===== src/rtl/core/assert_macros.svh =====
// Assertion macros shared by the deframer RTL.
`ifndef ASSERT_MACROS_SVH
`define ASSERT_MACROS_SVH

// Flag a condition that must never be true out of reset.
`define SIPD_ASSERT_NEVER(lbl, clk, rst_n, cond) \
  lbl: assert property (@(posedge clk) disable iff (!rst_n) !(cond)) \
    else $error("deframer assertion violated");

// Flag an antecedent that is not followed by its consequent in the same cycle.
`define SIPD_ASSERT_IMPLIES(lbl, clk, rst_n, ante, cons) \
  lbl: assert property (@(posedge clk) disable iff (!rst_n) (ante) |-> (cons)) \
    else $error("deframer assertion violated");

`endif


===== src/rtl/core/sipd_pkg.sv =====
// Types and constants of the SIP stream deframer.
package sipd_pkg;

  localparam logic [7:0] CH_CR  = 8'h0D;
  localparam logic [7:0] CH_LF  = 8'h0A;
  localparam logic [7:0] CH_SP  = 8'h20;
  localparam logic [7:0] CH_TAB = 8'h09;
  localparam logic [7:0] CH_D0  = 8'h30;
  localparam logic [7:0] CH_D9  = 8'h39;

  localparam logic [1:0] FORM_SHORT_IDX = 2'd3;
  localparam logic [4:0] FORM_LONG_LEN  = 5'd15;
  localparam logic [4:0] FORM_SHORT_LEN = 5'd2;

  localparam logic [119:0] FORM_UPPER = "Content-Length:";
  localparam logic [119:0] FORM_LOWER = "content-length:";
  localparam logic [119:0] FORM_MIXED = "Content-length:";
  localparam logic [15:0]  FORM_SHORT = "l:";

  typedef struct packed {
    logic done;
    logic over;
  } hdr_ev_t;

  function automatic logic [4:0] form_len(logic [1:0] idx);
    return (idx == FORM_SHORT_IDX) ? FORM_SHORT_LEN : FORM_LONG_LEN;
  endfunction

  function automatic logic [7:0] form_char(logic [1:0] idx, logic [3:0] pos);
    logic [119:0] txt;
    logic [3:0]   p;
    case (idx)
      2'd0: txt = FORM_UPPER;
      2'd1: txt = FORM_LOWER;
      2'd2: txt = FORM_MIXED;
      default: txt = {FORM_SHORT, 104'd0};
    endcase
    p = (pos > 4'd14) ? 4'd14 : pos;
    return txt[119 - 8 * p -: 8];
  endfunction

endpackage


===== src/rtl/core/sipd_hdr_scan.sv =====
// Header scanner: terminator search, length form match and value capture.
`include "assert_macros.svh"

module sipd_hdr_scan #(
  parameter int LENGTH_BITS = 16
) (
  input  logic                   clk,
  input  logic                   rst_n,
  input  logic                   step,
  input  logic [7:0]             data_in,
  output sipd_pkg::hdr_ev_t      ev,
  output logic [LENGTH_BITS-1:0] len
);
  import sipd_pkg::*;

  localparam int VW = LENGTH_BITS + 1;
  localparam int PW = LENGTH_BITS + 5;

  typedef enum logic [1:0] {
    VP_IDLE,
    VP_BLANKS,
    VP_DIGITS
  } vp_t;

  logic [3:0]    cand_r, cand_nxt, cand_m, live;
  logic [4:0]    pos_r, pos_nxt, pos_m;
  vp_t           vp_r, vp_nxt, vp_m;
  logic [1:0]    act_r, act_nxt, act_m;
  logic [3:0]    found_r, found_nxt, found_m;
  logic [1:0]    term_r, term_nxt;
  logic [VW-1:0] val_r [4];
  logic [VW-1:0] val_nxt [4];
  logic [VW-1:0] val_m [4];
  logic [VW-1:0] sel;
  logic [PW-1:0] prod;
  logic [PW-1:0] limit;
  logic          digit, done, line_start;

  assign digit = (data_in >= CH_D0) && (data_in <= CH_D9);
  assign limit = PW'(1) << LENGTH_BITS;
  assign prod  = ({4'd0, val_r[act_r]} << 3) + ({4'd0, val_r[act_r]} << 1)
               + PW'(data_in[3:0]);

  always_comb begin
    cand_m  = cand_r;
    pos_m   = pos_r;
    vp_m    = vp_r;
    act_m   = act_r;
    found_m = found_r;
    val_m   = val_r;
    live    = 4'd0;
    if (cand_r != 4'd0) begin
      for (int i = 0; i < 4; i++) begin
        if (cand_r[i] && (pos_r < form_len(2'(i))) &&
            (form_char(2'(i), pos_r[3:0]) == data_in)) begin
          live[i] = 1'b1;
        end
      end
      pos_m  = (pos_r < 5'd31) ? pos_r + 5'd1 : pos_r;
      cand_m = live;
      for (int i = 0; i < 4; i++) begin
        if (live[i] && (pos_m == form_len(2'(i)))) begin
          cand_m = 4'd0;
          if (!found_r[i]) begin
            found_m[i] = 1'b1;
            val_m[i]   = '0;
            act_m      = 2'(i);
            vp_m       = VP_BLANKS;
          end
        end
      end
    end else begin
      case (vp_r)
        VP_BLANKS: begin
          if (data_in != CH_SP && data_in != CH_TAB) begin
            if (digit) begin
              val_m[act_r] = VW'(data_in[3:0]);
              vp_m         = VP_DIGITS;
            end else begin
              vp_m = VP_IDLE;
            end
          end
        end
        VP_DIGITS: begin
          if (digit) begin
            val_m[act_r] = (prod > limit) ? limit[VW-1:0] : prod[VW-1:0];
          end else begin
            vp_m = VP_IDLE;
          end
        end
        default: vp_m = VP_IDLE;
      endcase
    end
  end

  always_comb begin
    done       = 1'b0;
    line_start = 1'b0;
    term_nxt   = 2'd0;
    if (data_in == CH_CR) begin
      term_nxt = (term_r == 2'd2) ? 2'd3 : 2'd1;
    end else if (data_in == CH_LF) begin
      if (term_r == 2'd3) begin
        done = 1'b1;
      end else if (term_r == 2'd1) begin
        term_nxt   = 2'd2;
        line_start = 1'b1;
      end
    end
  end

  always_comb begin
    sel = '0;
    for (int i = 3; i >= 0; i--) begin
      if (found_m[i]) begin
        sel = val_m[i];
      end
    end
  end

  assign ev.done = done;
  assign ev.over = sel[LENGTH_BITS];
  assign len     = sel[LENGTH_BITS-1:0];

  always_comb begin
    cand_nxt  = cand_m;
    pos_nxt   = pos_m;
    vp_nxt    = vp_m;
    act_nxt   = act_m;
    found_nxt = found_m;
    val_nxt   = val_m;
    if (done) begin
      cand_nxt  = 4'd0;
      pos_nxt   = 5'd0;
      vp_nxt    = VP_IDLE;
      act_nxt   = 2'd0;
      found_nxt = 4'd0;
    end else if (line_start) begin
      cand_nxt = 4'hF;
      pos_nxt  = 5'd0;
      vp_nxt   = VP_IDLE;
    end
  end

  always_ff @(posedge clk) begin
    if (!rst_n) begin
      cand_r  <= 4'd0;
      pos_r   <= 5'd0;
      vp_r    <= VP_IDLE;
      act_r   <= 2'd0;
      found_r <= 4'd0;
      term_r  <= 2'd0;
    end else if (step) begin
      cand_r  <= cand_nxt;
      pos_r   <= pos_nxt;
      vp_r    <= vp_nxt;
      act_r   <= act_nxt;
      found_r <= found_nxt;
      term_r  <= term_nxt;
    end
  end

  always_ff @(posedge clk) begin
    if (step) begin
      val_r <= val_nxt;
    end
  end

  `SIPD_ASSERT_IMPLIES(a_cand_no_value, clk, rst_n, cand_r != 4'd0, vp_r == VP_IDLE)
  `SIPD_ASSERT_IMPLIES(a_value_found, clk, rst_n, vp_r != VP_IDLE, found_r[act_r])
  `SIPD_ASSERT_NEVER(a_cand_pos, clk, rst_n, (cand_r != 4'd0) && (pos_r >= FORM_LONG_LEN))

endmodule


===== src/rtl/core/sip_stream_deframer.sv =====
// Top level of the SIP stream deframer.
// Usage:
//   in_*  : one stream byte per request, valid/stall; in_stall is driven here.
//   out_* : one result per input byte, the byte echoed with body, header-done,
//           length, message-end and drop flags; out_stall comes from the sink.
//   cfg_* : write of max_body_length, valid/ready; cfg_ready is always high.
//           Write it only while no bytes are in flight.
// An accepted input byte passes through the input register and then the output register to out_*.
// Throughput: 1 byte per cycle while out_stall is low; all per-byte work is one
//   pass of logic between the input register and the output register.
// A stalled output holds its result; the input register still takes a byte
//   and only then stalls the input side.
// Reset (rst_n low, synchronous) empties both registers, returns to the
//   header phase with no length form live and sets max_body_length to 65535.
// A header whose length exceeds max_body_length ends with drop on its last
//   line feed and no body; the next byte starts a new header search.
`include "assert_macros.svh"

module sip_stream_deframer #(
  parameter int LENGTH_BITS = 16
) (
  input  logic        clk,
  input  logic        rst_n,
  input  logic        in_valid,
  output logic        in_stall,
  input  logic [7:0]  in_data_byte,
  output logic        out_valid,
  input  logic        out_stall,
  output logic [7:0]  out_byte,
  output logic        out_in_body,
  output logic        out_header_done,
  output logic [15:0] out_body_length,
  output logic        out_message_end,
  output logic        out_drop,
  input  logic        cfg_valid,
  output logic        cfg_ready,
  input  logic [15:0] cfg_max_body_length
);
  import sipd_pkg::*;

  localparam int CW = (LENGTH_BITS > 16) ? LENGTH_BITS : 16;

  logic                   in_vld_r;
  logic [7:0]             in_byte_r;
  logic                   adv, hdr_step;
  logic [15:0]            maxlen_r;
  logic                   phase_r, phase_nxt;
  logic [LENGTH_BITS-1:0] rem_r, rem_nxt, rem_dec;
  hdr_ev_t                ev;
  logic [LENGTH_BITS-1:0] hdr_len;
  logic [CW-1:0]          len_w, max_w;
  logic                   body_nxt, done_nxt, mend_nxt, drop_nxt;
  logic [15:0]            blen_nxt;

  logic                   out_valid_r;
  logic [7:0]             out_byte_r;
  logic                   out_body_r, out_done_r, out_mend_r, out_drop_r;
  logic [15:0]            out_blen_r;

  assign adv       = in_vld_r && (!out_valid_r || !out_stall);
  assign in_stall  = in_vld_r && !adv;
  assign hdr_step  = adv && !phase_r;
  assign cfg_ready = 1'b1;

  sipd_hdr_scan #(
    .LENGTH_BITS(LENGTH_BITS)
  ) u_scan (
    .clk    (clk),
    .rst_n  (rst_n),
    .step   (hdr_step),
    .data_in(in_byte_r),
    .ev     (ev),
    .len    (hdr_len)
  );

  assign len_w   = CW'(hdr_len);
  assign max_w   = CW'(maxlen_r);
  assign rem_dec = (rem_r != '0) ? rem_r - LENGTH_BITS'(1) : rem_r;

  always_comb begin
    phase_nxt = phase_r;
    rem_nxt   = rem_r;
    body_nxt  = 1'b0;
    done_nxt  = 1'b0;
    mend_nxt  = 1'b0;
    drop_nxt  = 1'b0;
    blen_nxt  = 16'd0;
    if (phase_r) begin
      body_nxt = 1'b1;
      rem_nxt  = rem_dec;
      if (rem_dec == '0) begin
        mend_nxt  = 1'b1;
        phase_nxt = 1'b0;
      end
    end else if (ev.done) begin
      done_nxt = 1'b1;
      if (ev.over || (len_w > max_w)) begin
        drop_nxt = 1'b1;
      end else begin
        blen_nxt = len_w[15:0];
        if (hdr_len == '0) begin
          mend_nxt = 1'b1;
        end else begin
          rem_nxt   = hdr_len;
          phase_nxt = 1'b1;
        end
      end
    end
  end

  always_ff @(posedge clk) begin
    if (!rst_n) begin
      in_vld_r    <= 1'b0;
      out_valid_r <= 1'b0;
      phase_r     <= 1'b0;
      rem_r       <= '0;
      maxlen_r    <= 16'hFFFF;
    end else begin
      if (in_valid && !in_stall) begin
        in_vld_r <= 1'b1;
      end else if (adv) begin
        in_vld_r <= 1'b0;
      end
      if (adv) begin
        out_valid_r <= 1'b1;
        phase_r     <= phase_nxt;
        rem_r       <= rem_nxt;
      end else if (!out_stall) begin
        out_valid_r <= 1'b0;
      end
      if (cfg_valid && cfg_ready) begin
        maxlen_r <= cfg_max_body_length;
      end
    end
  end

  always_ff @(posedge clk) begin
    if (in_valid && !in_stall) begin
      in_byte_r <= in_data_byte;
    end
    if (adv) begin
      out_byte_r <= in_byte_r;
      out_body_r <= body_nxt;
      out_done_r <= done_nxt;
      out_mend_r <= mend_nxt;
      out_drop_r <= drop_nxt;
      out_blen_r <= blen_nxt;
    end
  end

  assign out_valid       = out_valid_r;
  assign out_byte        = out_byte_r;
  assign out_in_body     = out_body_r;
  assign out_header_done = out_done_r;
  assign out_body_length = out_blen_r;
  assign out_message_end = out_mend_r;
  assign out_drop        = out_drop_r;

  `SIPD_ASSERT_IMPLIES(a_body_has_rem, clk, rst_n, phase_r, rem_r != '0)
  `SIPD_ASSERT_NEVER(a_drop_and_end, clk, rst_n, out_valid_r && out_drop_r && out_mend_r)
  `SIPD_ASSERT_IMPLIES(a_drop_at_done, clk, rst_n, out_valid_r && out_drop_r, out_done_r)
  `SIPD_ASSERT_NEVER(a_body_not_done, clk, rst_n, out_valid_r && out_body_r && out_done_r)

endmodule

===== config.mk =====
export PLATFORM = sky130hd
export DESIGN_NAME = sip_stream_deframer
export DESIGN_NICKNAME = d
export VERILOG_FILES = /design/src/rtl/core/sipd_pkg.sv /design/src/rtl/core/sipd_hdr_scan.sv /design/src/rtl/core/sip_stream_deframer.sv
export VERILOG_INCLUDE_DIRS = /design/src /design/src/rtl/core
export SDC_FILE = /design/constraint.sdc
export NUM_CORES = 1
export LEC_CHECK = 0
export ABC_AREA = 1
export BUFFER_PORTS_ARGS = -buffer_cell sky130_fd_sc_hd__clkbuf_2
export CAP_MARGIN = 10
export CORE_AREA = 4 4 201 203
export CTS_BUF_LIST = sky130_fd_sc_hd__clkbuf_16
export CTS_CLUSTER_DIAMETER = 50
export CTS_CLUSTER_SIZE = 12
export DETAILED_ROUTE_END_ITERATION = 8
export DIE_AREA = 0 0 205 207
export GPL_TIMING_DRIVEN = 0
export PLACE_DENSITY = 0.6
export SYNTH_ARGS = -nofsm -noshare
export SYNTH_HDL_FRONTEND = slang
export SYNTH_SLANG_ARGS = --single-unit

===== constraint.sdc =====
create_clock -name clk -period 14.5 [get_ports clk]
set_input_delay 0.725 -clock clk [delete_from_list [all_inputs] [get_ports clk]]
set_output_delay 0.725 -clock clk [all_outputs]
set_load 0.05 [all_outputs]

==> Word level (Yosys, flattened, before mapping) <==
Index checks and enable logic that the tools add are counted.
{ "word_totals": {"regBits": 158, "latchBits": 0, "ramBits": 0, "mem_bits_ro": 0, "output_inout_bits": 31, "word_cells": 217, "mem_count": 0} }
{ "op_classes": {"addsub": 5, "n_mul": 0, "n_div": 0, "order_cmp": 10, "n_eq_ne": 20, "shifts": 4, "n_mux": 114, "n_bitwise": 2, "reduce_logical": 40} }
{ "op_table": {"columns": ["op", "count"], "rows": [
  ["$shiftx A127 B33 Y8", 4],
  ["$mux W120", 4],
  ["$mux W17", 16],
  ["$mux W68", 4],
  ["$bwmux W68", 2],
  ["$pmux W68 S2", 1],
  ["$mux W16", 5],
  ["$mux W2", 29],
  ["$mux W4", 10],
  ["$mux W1", 36],
  ["$bmux W17 S2", 1],
  ["$demux W17 S2", 1],
  ["$eq A8 B8 Y1", 4],
  ["$logic_not A16 Y1", 2],
  ["$add A20 B18 Y21", 1],
  ["$add A21 B4 Y21", 1],
  ["$gt A21 B17 Y1 const B", 1],
  ["$mux W5", 4],
  ["$logic_and A1 B1 Y1", 19],
  ["$eq A8 B4 Y1 const B", 2],
  ["$gt A16 B16 Y1", 1],
  ["$reduce_bool A16 Y1", 1],
  ["$sub A16 B1 Y16 const B", 1],
  ["$ge A8 B6 Y1 const B", 1],
  ["32 further kinds", 44]
]} }

==> Longest topological paths before layout <==
{ "logic_depth": {"depth_word": 21, "depth_mapped": 47} }

==> Hierarchy <==
A second synthesis with hierarchy kept.
{ "unflattened": {"hier_cells": 2143, "area_unflattened_um2": 13533.0} }
{ "by_module_without_submodules": {"columns": ["module", "n_inst", "cells_per_inst", "area_each_um2", "seq_area_each_um2"], "rows": [
  ["sipd_hdr_scan", 1, 1670, 9796.9, 2422.3],
  ["sip_stream_deframer", 1, 473, 3736.1, 1781.7]
]} }

==> Worst setup path before layout <==
OpenSTA, ideal clock, no wires.
{ "synth_timing": {"kind": "input to register", "from": "input out_stall", "to": "register u_scan.vp_r[0]", "setup_time_ns": 0.119, "t_arrival_ns": 7.067, "required_time_ns": 14.381, "slack_ns": 7.314, "cell_stages": 11, "n_path_buf": 0, "cell_sequence": "nand2_1 -> inv_1 -> nor2_1 -> inv_1 -> nor2_1 -> o21ai_0 -> nand2_1 -> a31oi_1 -> inv_1 -> nor2_1 -> o221a_2"} }
{ "synth_via": {"elab_chain_len": 5} }
{ "synth_rtl": {"columns": ["item", "line_no", "rtl"], "rows": [
  ["from (decl)", "sip_stream_deframer.sv:28", "input logic out_stall,"],
  ["$logic_not A1 Y1", null, null],
  ["$logic_or A1 B1 Y1", "sip_stream_deframer.sv:60", "assign adv = in_vld_r && (!out_valid_r || !out_stall);"],
  ["$logic_and A1 B1 Y1", "sip_stream_deframer.sv:60", null],
  ["via adv", "sip_stream_deframer.sv:45", "logic adv, hdr_step;"],
  ["$logic_and A1 B1 Y1", "sip_stream_deframer.sv:62", "assign hdr_step = adv && !phase_r;"],
  ["via hdr_step", "sip_stream_deframer.sv:45", null],
  ["$reduce_and A3 Y1 (no source line)", null, null],
  ["to (signal assigned)", "sipd_hdr_scan.sv:156", "vp_r <= vp_nxt;"],
  ["to (decl)", "sipd_hdr_scan.sv:27", "vp_t vp_r, vp_nxt, vp_m;"]
]} }
The timed path passes the listed nets, and every way through them passes these cells.
A chain may end at the register's enable or synchronous reset.

==> reports/metrics.cfg <==
[run_status]
outcome = finished, final reports clean

[sta]
fin_worst_skew_ns = 0.0161
tns_ns = 0
drv_slew = 0
hold_viol = 0
timing.fmax_ghz = 0.120
min_period_ns = 8.33
period_share_pct = 57.5
setup_viol = 0
rsz0062_at_grt = no
finalWorstSetupSlack_ns = 6.17
tightest_slew_ns = 0.900
relSlewSlack_pct = 40.0
hold_ws_ns = 0.447

[setup_path]
crit_fanout = 10
cp_slowest_stage_delay_ns = 0.60
r2r-start = u_scan.act_r[0]
critPathLaunchType = register
reg2regPathDepth = 41
worstSetupPathType = register to register
critPathBufInv = 7
crit_arrival_ns = 8.52
r2r_slack_ns = 6.17
cpLargestDelayFamily = simple AND/OR/NAND/NOR gates
r2r_end = out_body_length[10]
critical-path-slowest-cell = clkbuf_1
required_ns = 14.69
path_common_cell = nand2_1
end_kind = register

[detailed_routing]
drc = 0
wl_mm = 49.2
viasPerCell = 5.49
dr.pass1.iters = 6
drtIter0Drc = 1347
ant_nets = 0
wl_per_cell_um = 18.7
vias = 14400

[cts]
cts_root_buf = clkbuf_16
clock-sinks = 158
htreeDepth = 4
cts_setup_buffers = 0
cts_tree = built
clock_path_buffers = 2
postCtsHoldBufs = 0
clk_pin_slew_ns = 0.07
clock_latency_ns = 0.46
cts_resized = 0
numCtsBuffers = 17

[logic_synthesis]
yosysTopAreaCell = edfxtp_1
synth_cell_types = 56
ys_warn_count = 0
yosysTopAreaCellShare_pct = 23.2
synth_fp_nets = 2109
ys_seq_area_share_pct = 31.3
synth.cell_area_um2 = 13400
synth_seq_cells = 158
synthCells = 2021
synth_area_per_cell_um2 = 6.65
yosys-top-cells-area = edfxtp_1 23%, nand2_1 16%, dfxtp_1 8.0%

[die]
die_w_um = 205
top_level_ports = 60
start_util_pct = 34.9
die_area_um2 = 42400
core_um2 = 38500
rows = 72
die_height_um = 207

[layout]
diodes = 0
final_cell_mix = 570 x nand2_1, 231 x inv_1, 188 x a21oi_1
layout_commonest_cell = nand2_1
area_growth_pct = 12.0
nets = 2187
drive_gt1_share_pct = 9.14

[power_and_ir_drop]
power_density_nw_per_um2 = 76.9
power.leakage_nw = 6.63
vdd_drop_max_v = 0.0000811

[placement]
portBuffers = 57
dp_hpwl_mm = 37.6
gp_congestion = 0.981
pre_cts_ws_ns = 6.48

[min_path]
whs_endpoint = in_byte_r[5]
hold_class = input pin to register
worstHoldPathCells = 1
worstHoldStart = in_data_byte[5]

[global_routing]
grt_usage_pct = 23.0
grt_pass1_vias = 14000
grt_max_degree = 30
gr-total-overflow = 0
grt_pass1_wl_mm = 77.9
antenna_found_initial = 0

[flow_run]
drv_cap = 0

## sequential cells by signal (all words and copies together) (netlist names)
signal,flops
u_scan.act_r,2
in_byte_r,8
out_body_length,16
u_scan.pos_r,5
max_w,16
phase_r,1
u_scan.term_r,2
out_header_done,1
in_vld_r,1
out_valid,1
out_message_end,1
u_scan.found_r,4
u_scan.val_r,68
out_in_body,1
u_scan.vp_r,2
out_byte,8
out_drop,1
u_scan.cand_r,4
rem_r,16
## Yosys cell counts (all sizes together)
master and n:
a21oi 190, edfxtp 104, inv 254, a21boi 9, nor2 154, a211o 1
o21bai 6, nand2 595, o221a 1, o211ai 16, a22oi 18, o21a 15
a211oi 2, o311ai 1, and2 3, o31ai 9, a31oi 29, a32o 1
dfxtp 54, or2 3, mux2i 1, a221oi 1, conb 1, xor2 16
nand3 182, o21ai 99, o221ai 26, ha 57, nand4 38, buf 31
nor4 6, nand3b 4, o22ai 2, nor3 9, clkbuf 75, nor3b 1
fa 2, clkinv 5
## metal layers
layer / track usage, % / wire [µm]
met2: 36.7 / 22000
met1: 30.6 / 21000
met3: 3.19 / 3660
met4: 11.2 / 2520
met5: 0 / 0
## worst max path at each step
stage | slack [ns] | from | to | depth (start not counted)
2_1_floorplan | 7.31 | out_stall | u_scan.vp_r[0] | 11
3_3_place_gp | 3.29 | out_stall | u_scan.vp_r[0] | 12
3_5_place_dp | 6.48 | u_scan.act_r[0] | out_body_length[12] | 39
4_1_cts | 6.43 | u_scan.act_r[0] | out_body_length[10] | 39
5_1_grt | 5.59 | u_scan.act_r[0] | out_body_length[10] | 39
6_report | 6.17 | u_scan.act_r[0] | out_body_length[10] | 41
## cells by family after synthesis
logic type      count (synthesis)  synth area share (%)
flops                         158                  31.3
other cells                     1                0.0279
mux                             1                0.0745
xor+xnor                       16                  1.04
compound gates                426                  18.6
fa+ha+maj                      59                  5.61
buf+inv                       365                  10.9
simple gates                  995                  32.5
## metrics by stage
step	instance area (µm²)	util [%]	instances	total power [mW]
2_1_floorplan	13400	-	2021	0.621
3_3_place_gp	14400	37.4	2596	0.665
3_5_place_dp	14400	37.5	2598	0.667
4_1_cts	15000	39.1	2630	1.16
5_1_grt	15000	39.1	2630	1.20
6_report	15000	39.1	2630	1.16
## area by class of cell
class,instances,area [µm²]
clock inverters,15,201
repair buffers,59,325
flip-flops and latches,158,4200
clock buffers,17,425
fillers,4119,23400
well taps,518,648
multi-input cells,1498,7790
plain buffers,106,487
inverters,259,972
## power by group
group,switching [mW],total [mW],internal (mW)
logic,0.106,0.150,0.0444
registers,0.0110,0.508,0.497
clock network,0.221,0.499,0.278
total,0.338,1.16,0.819
Note: power is estimated with default switching activity, not from simulation.
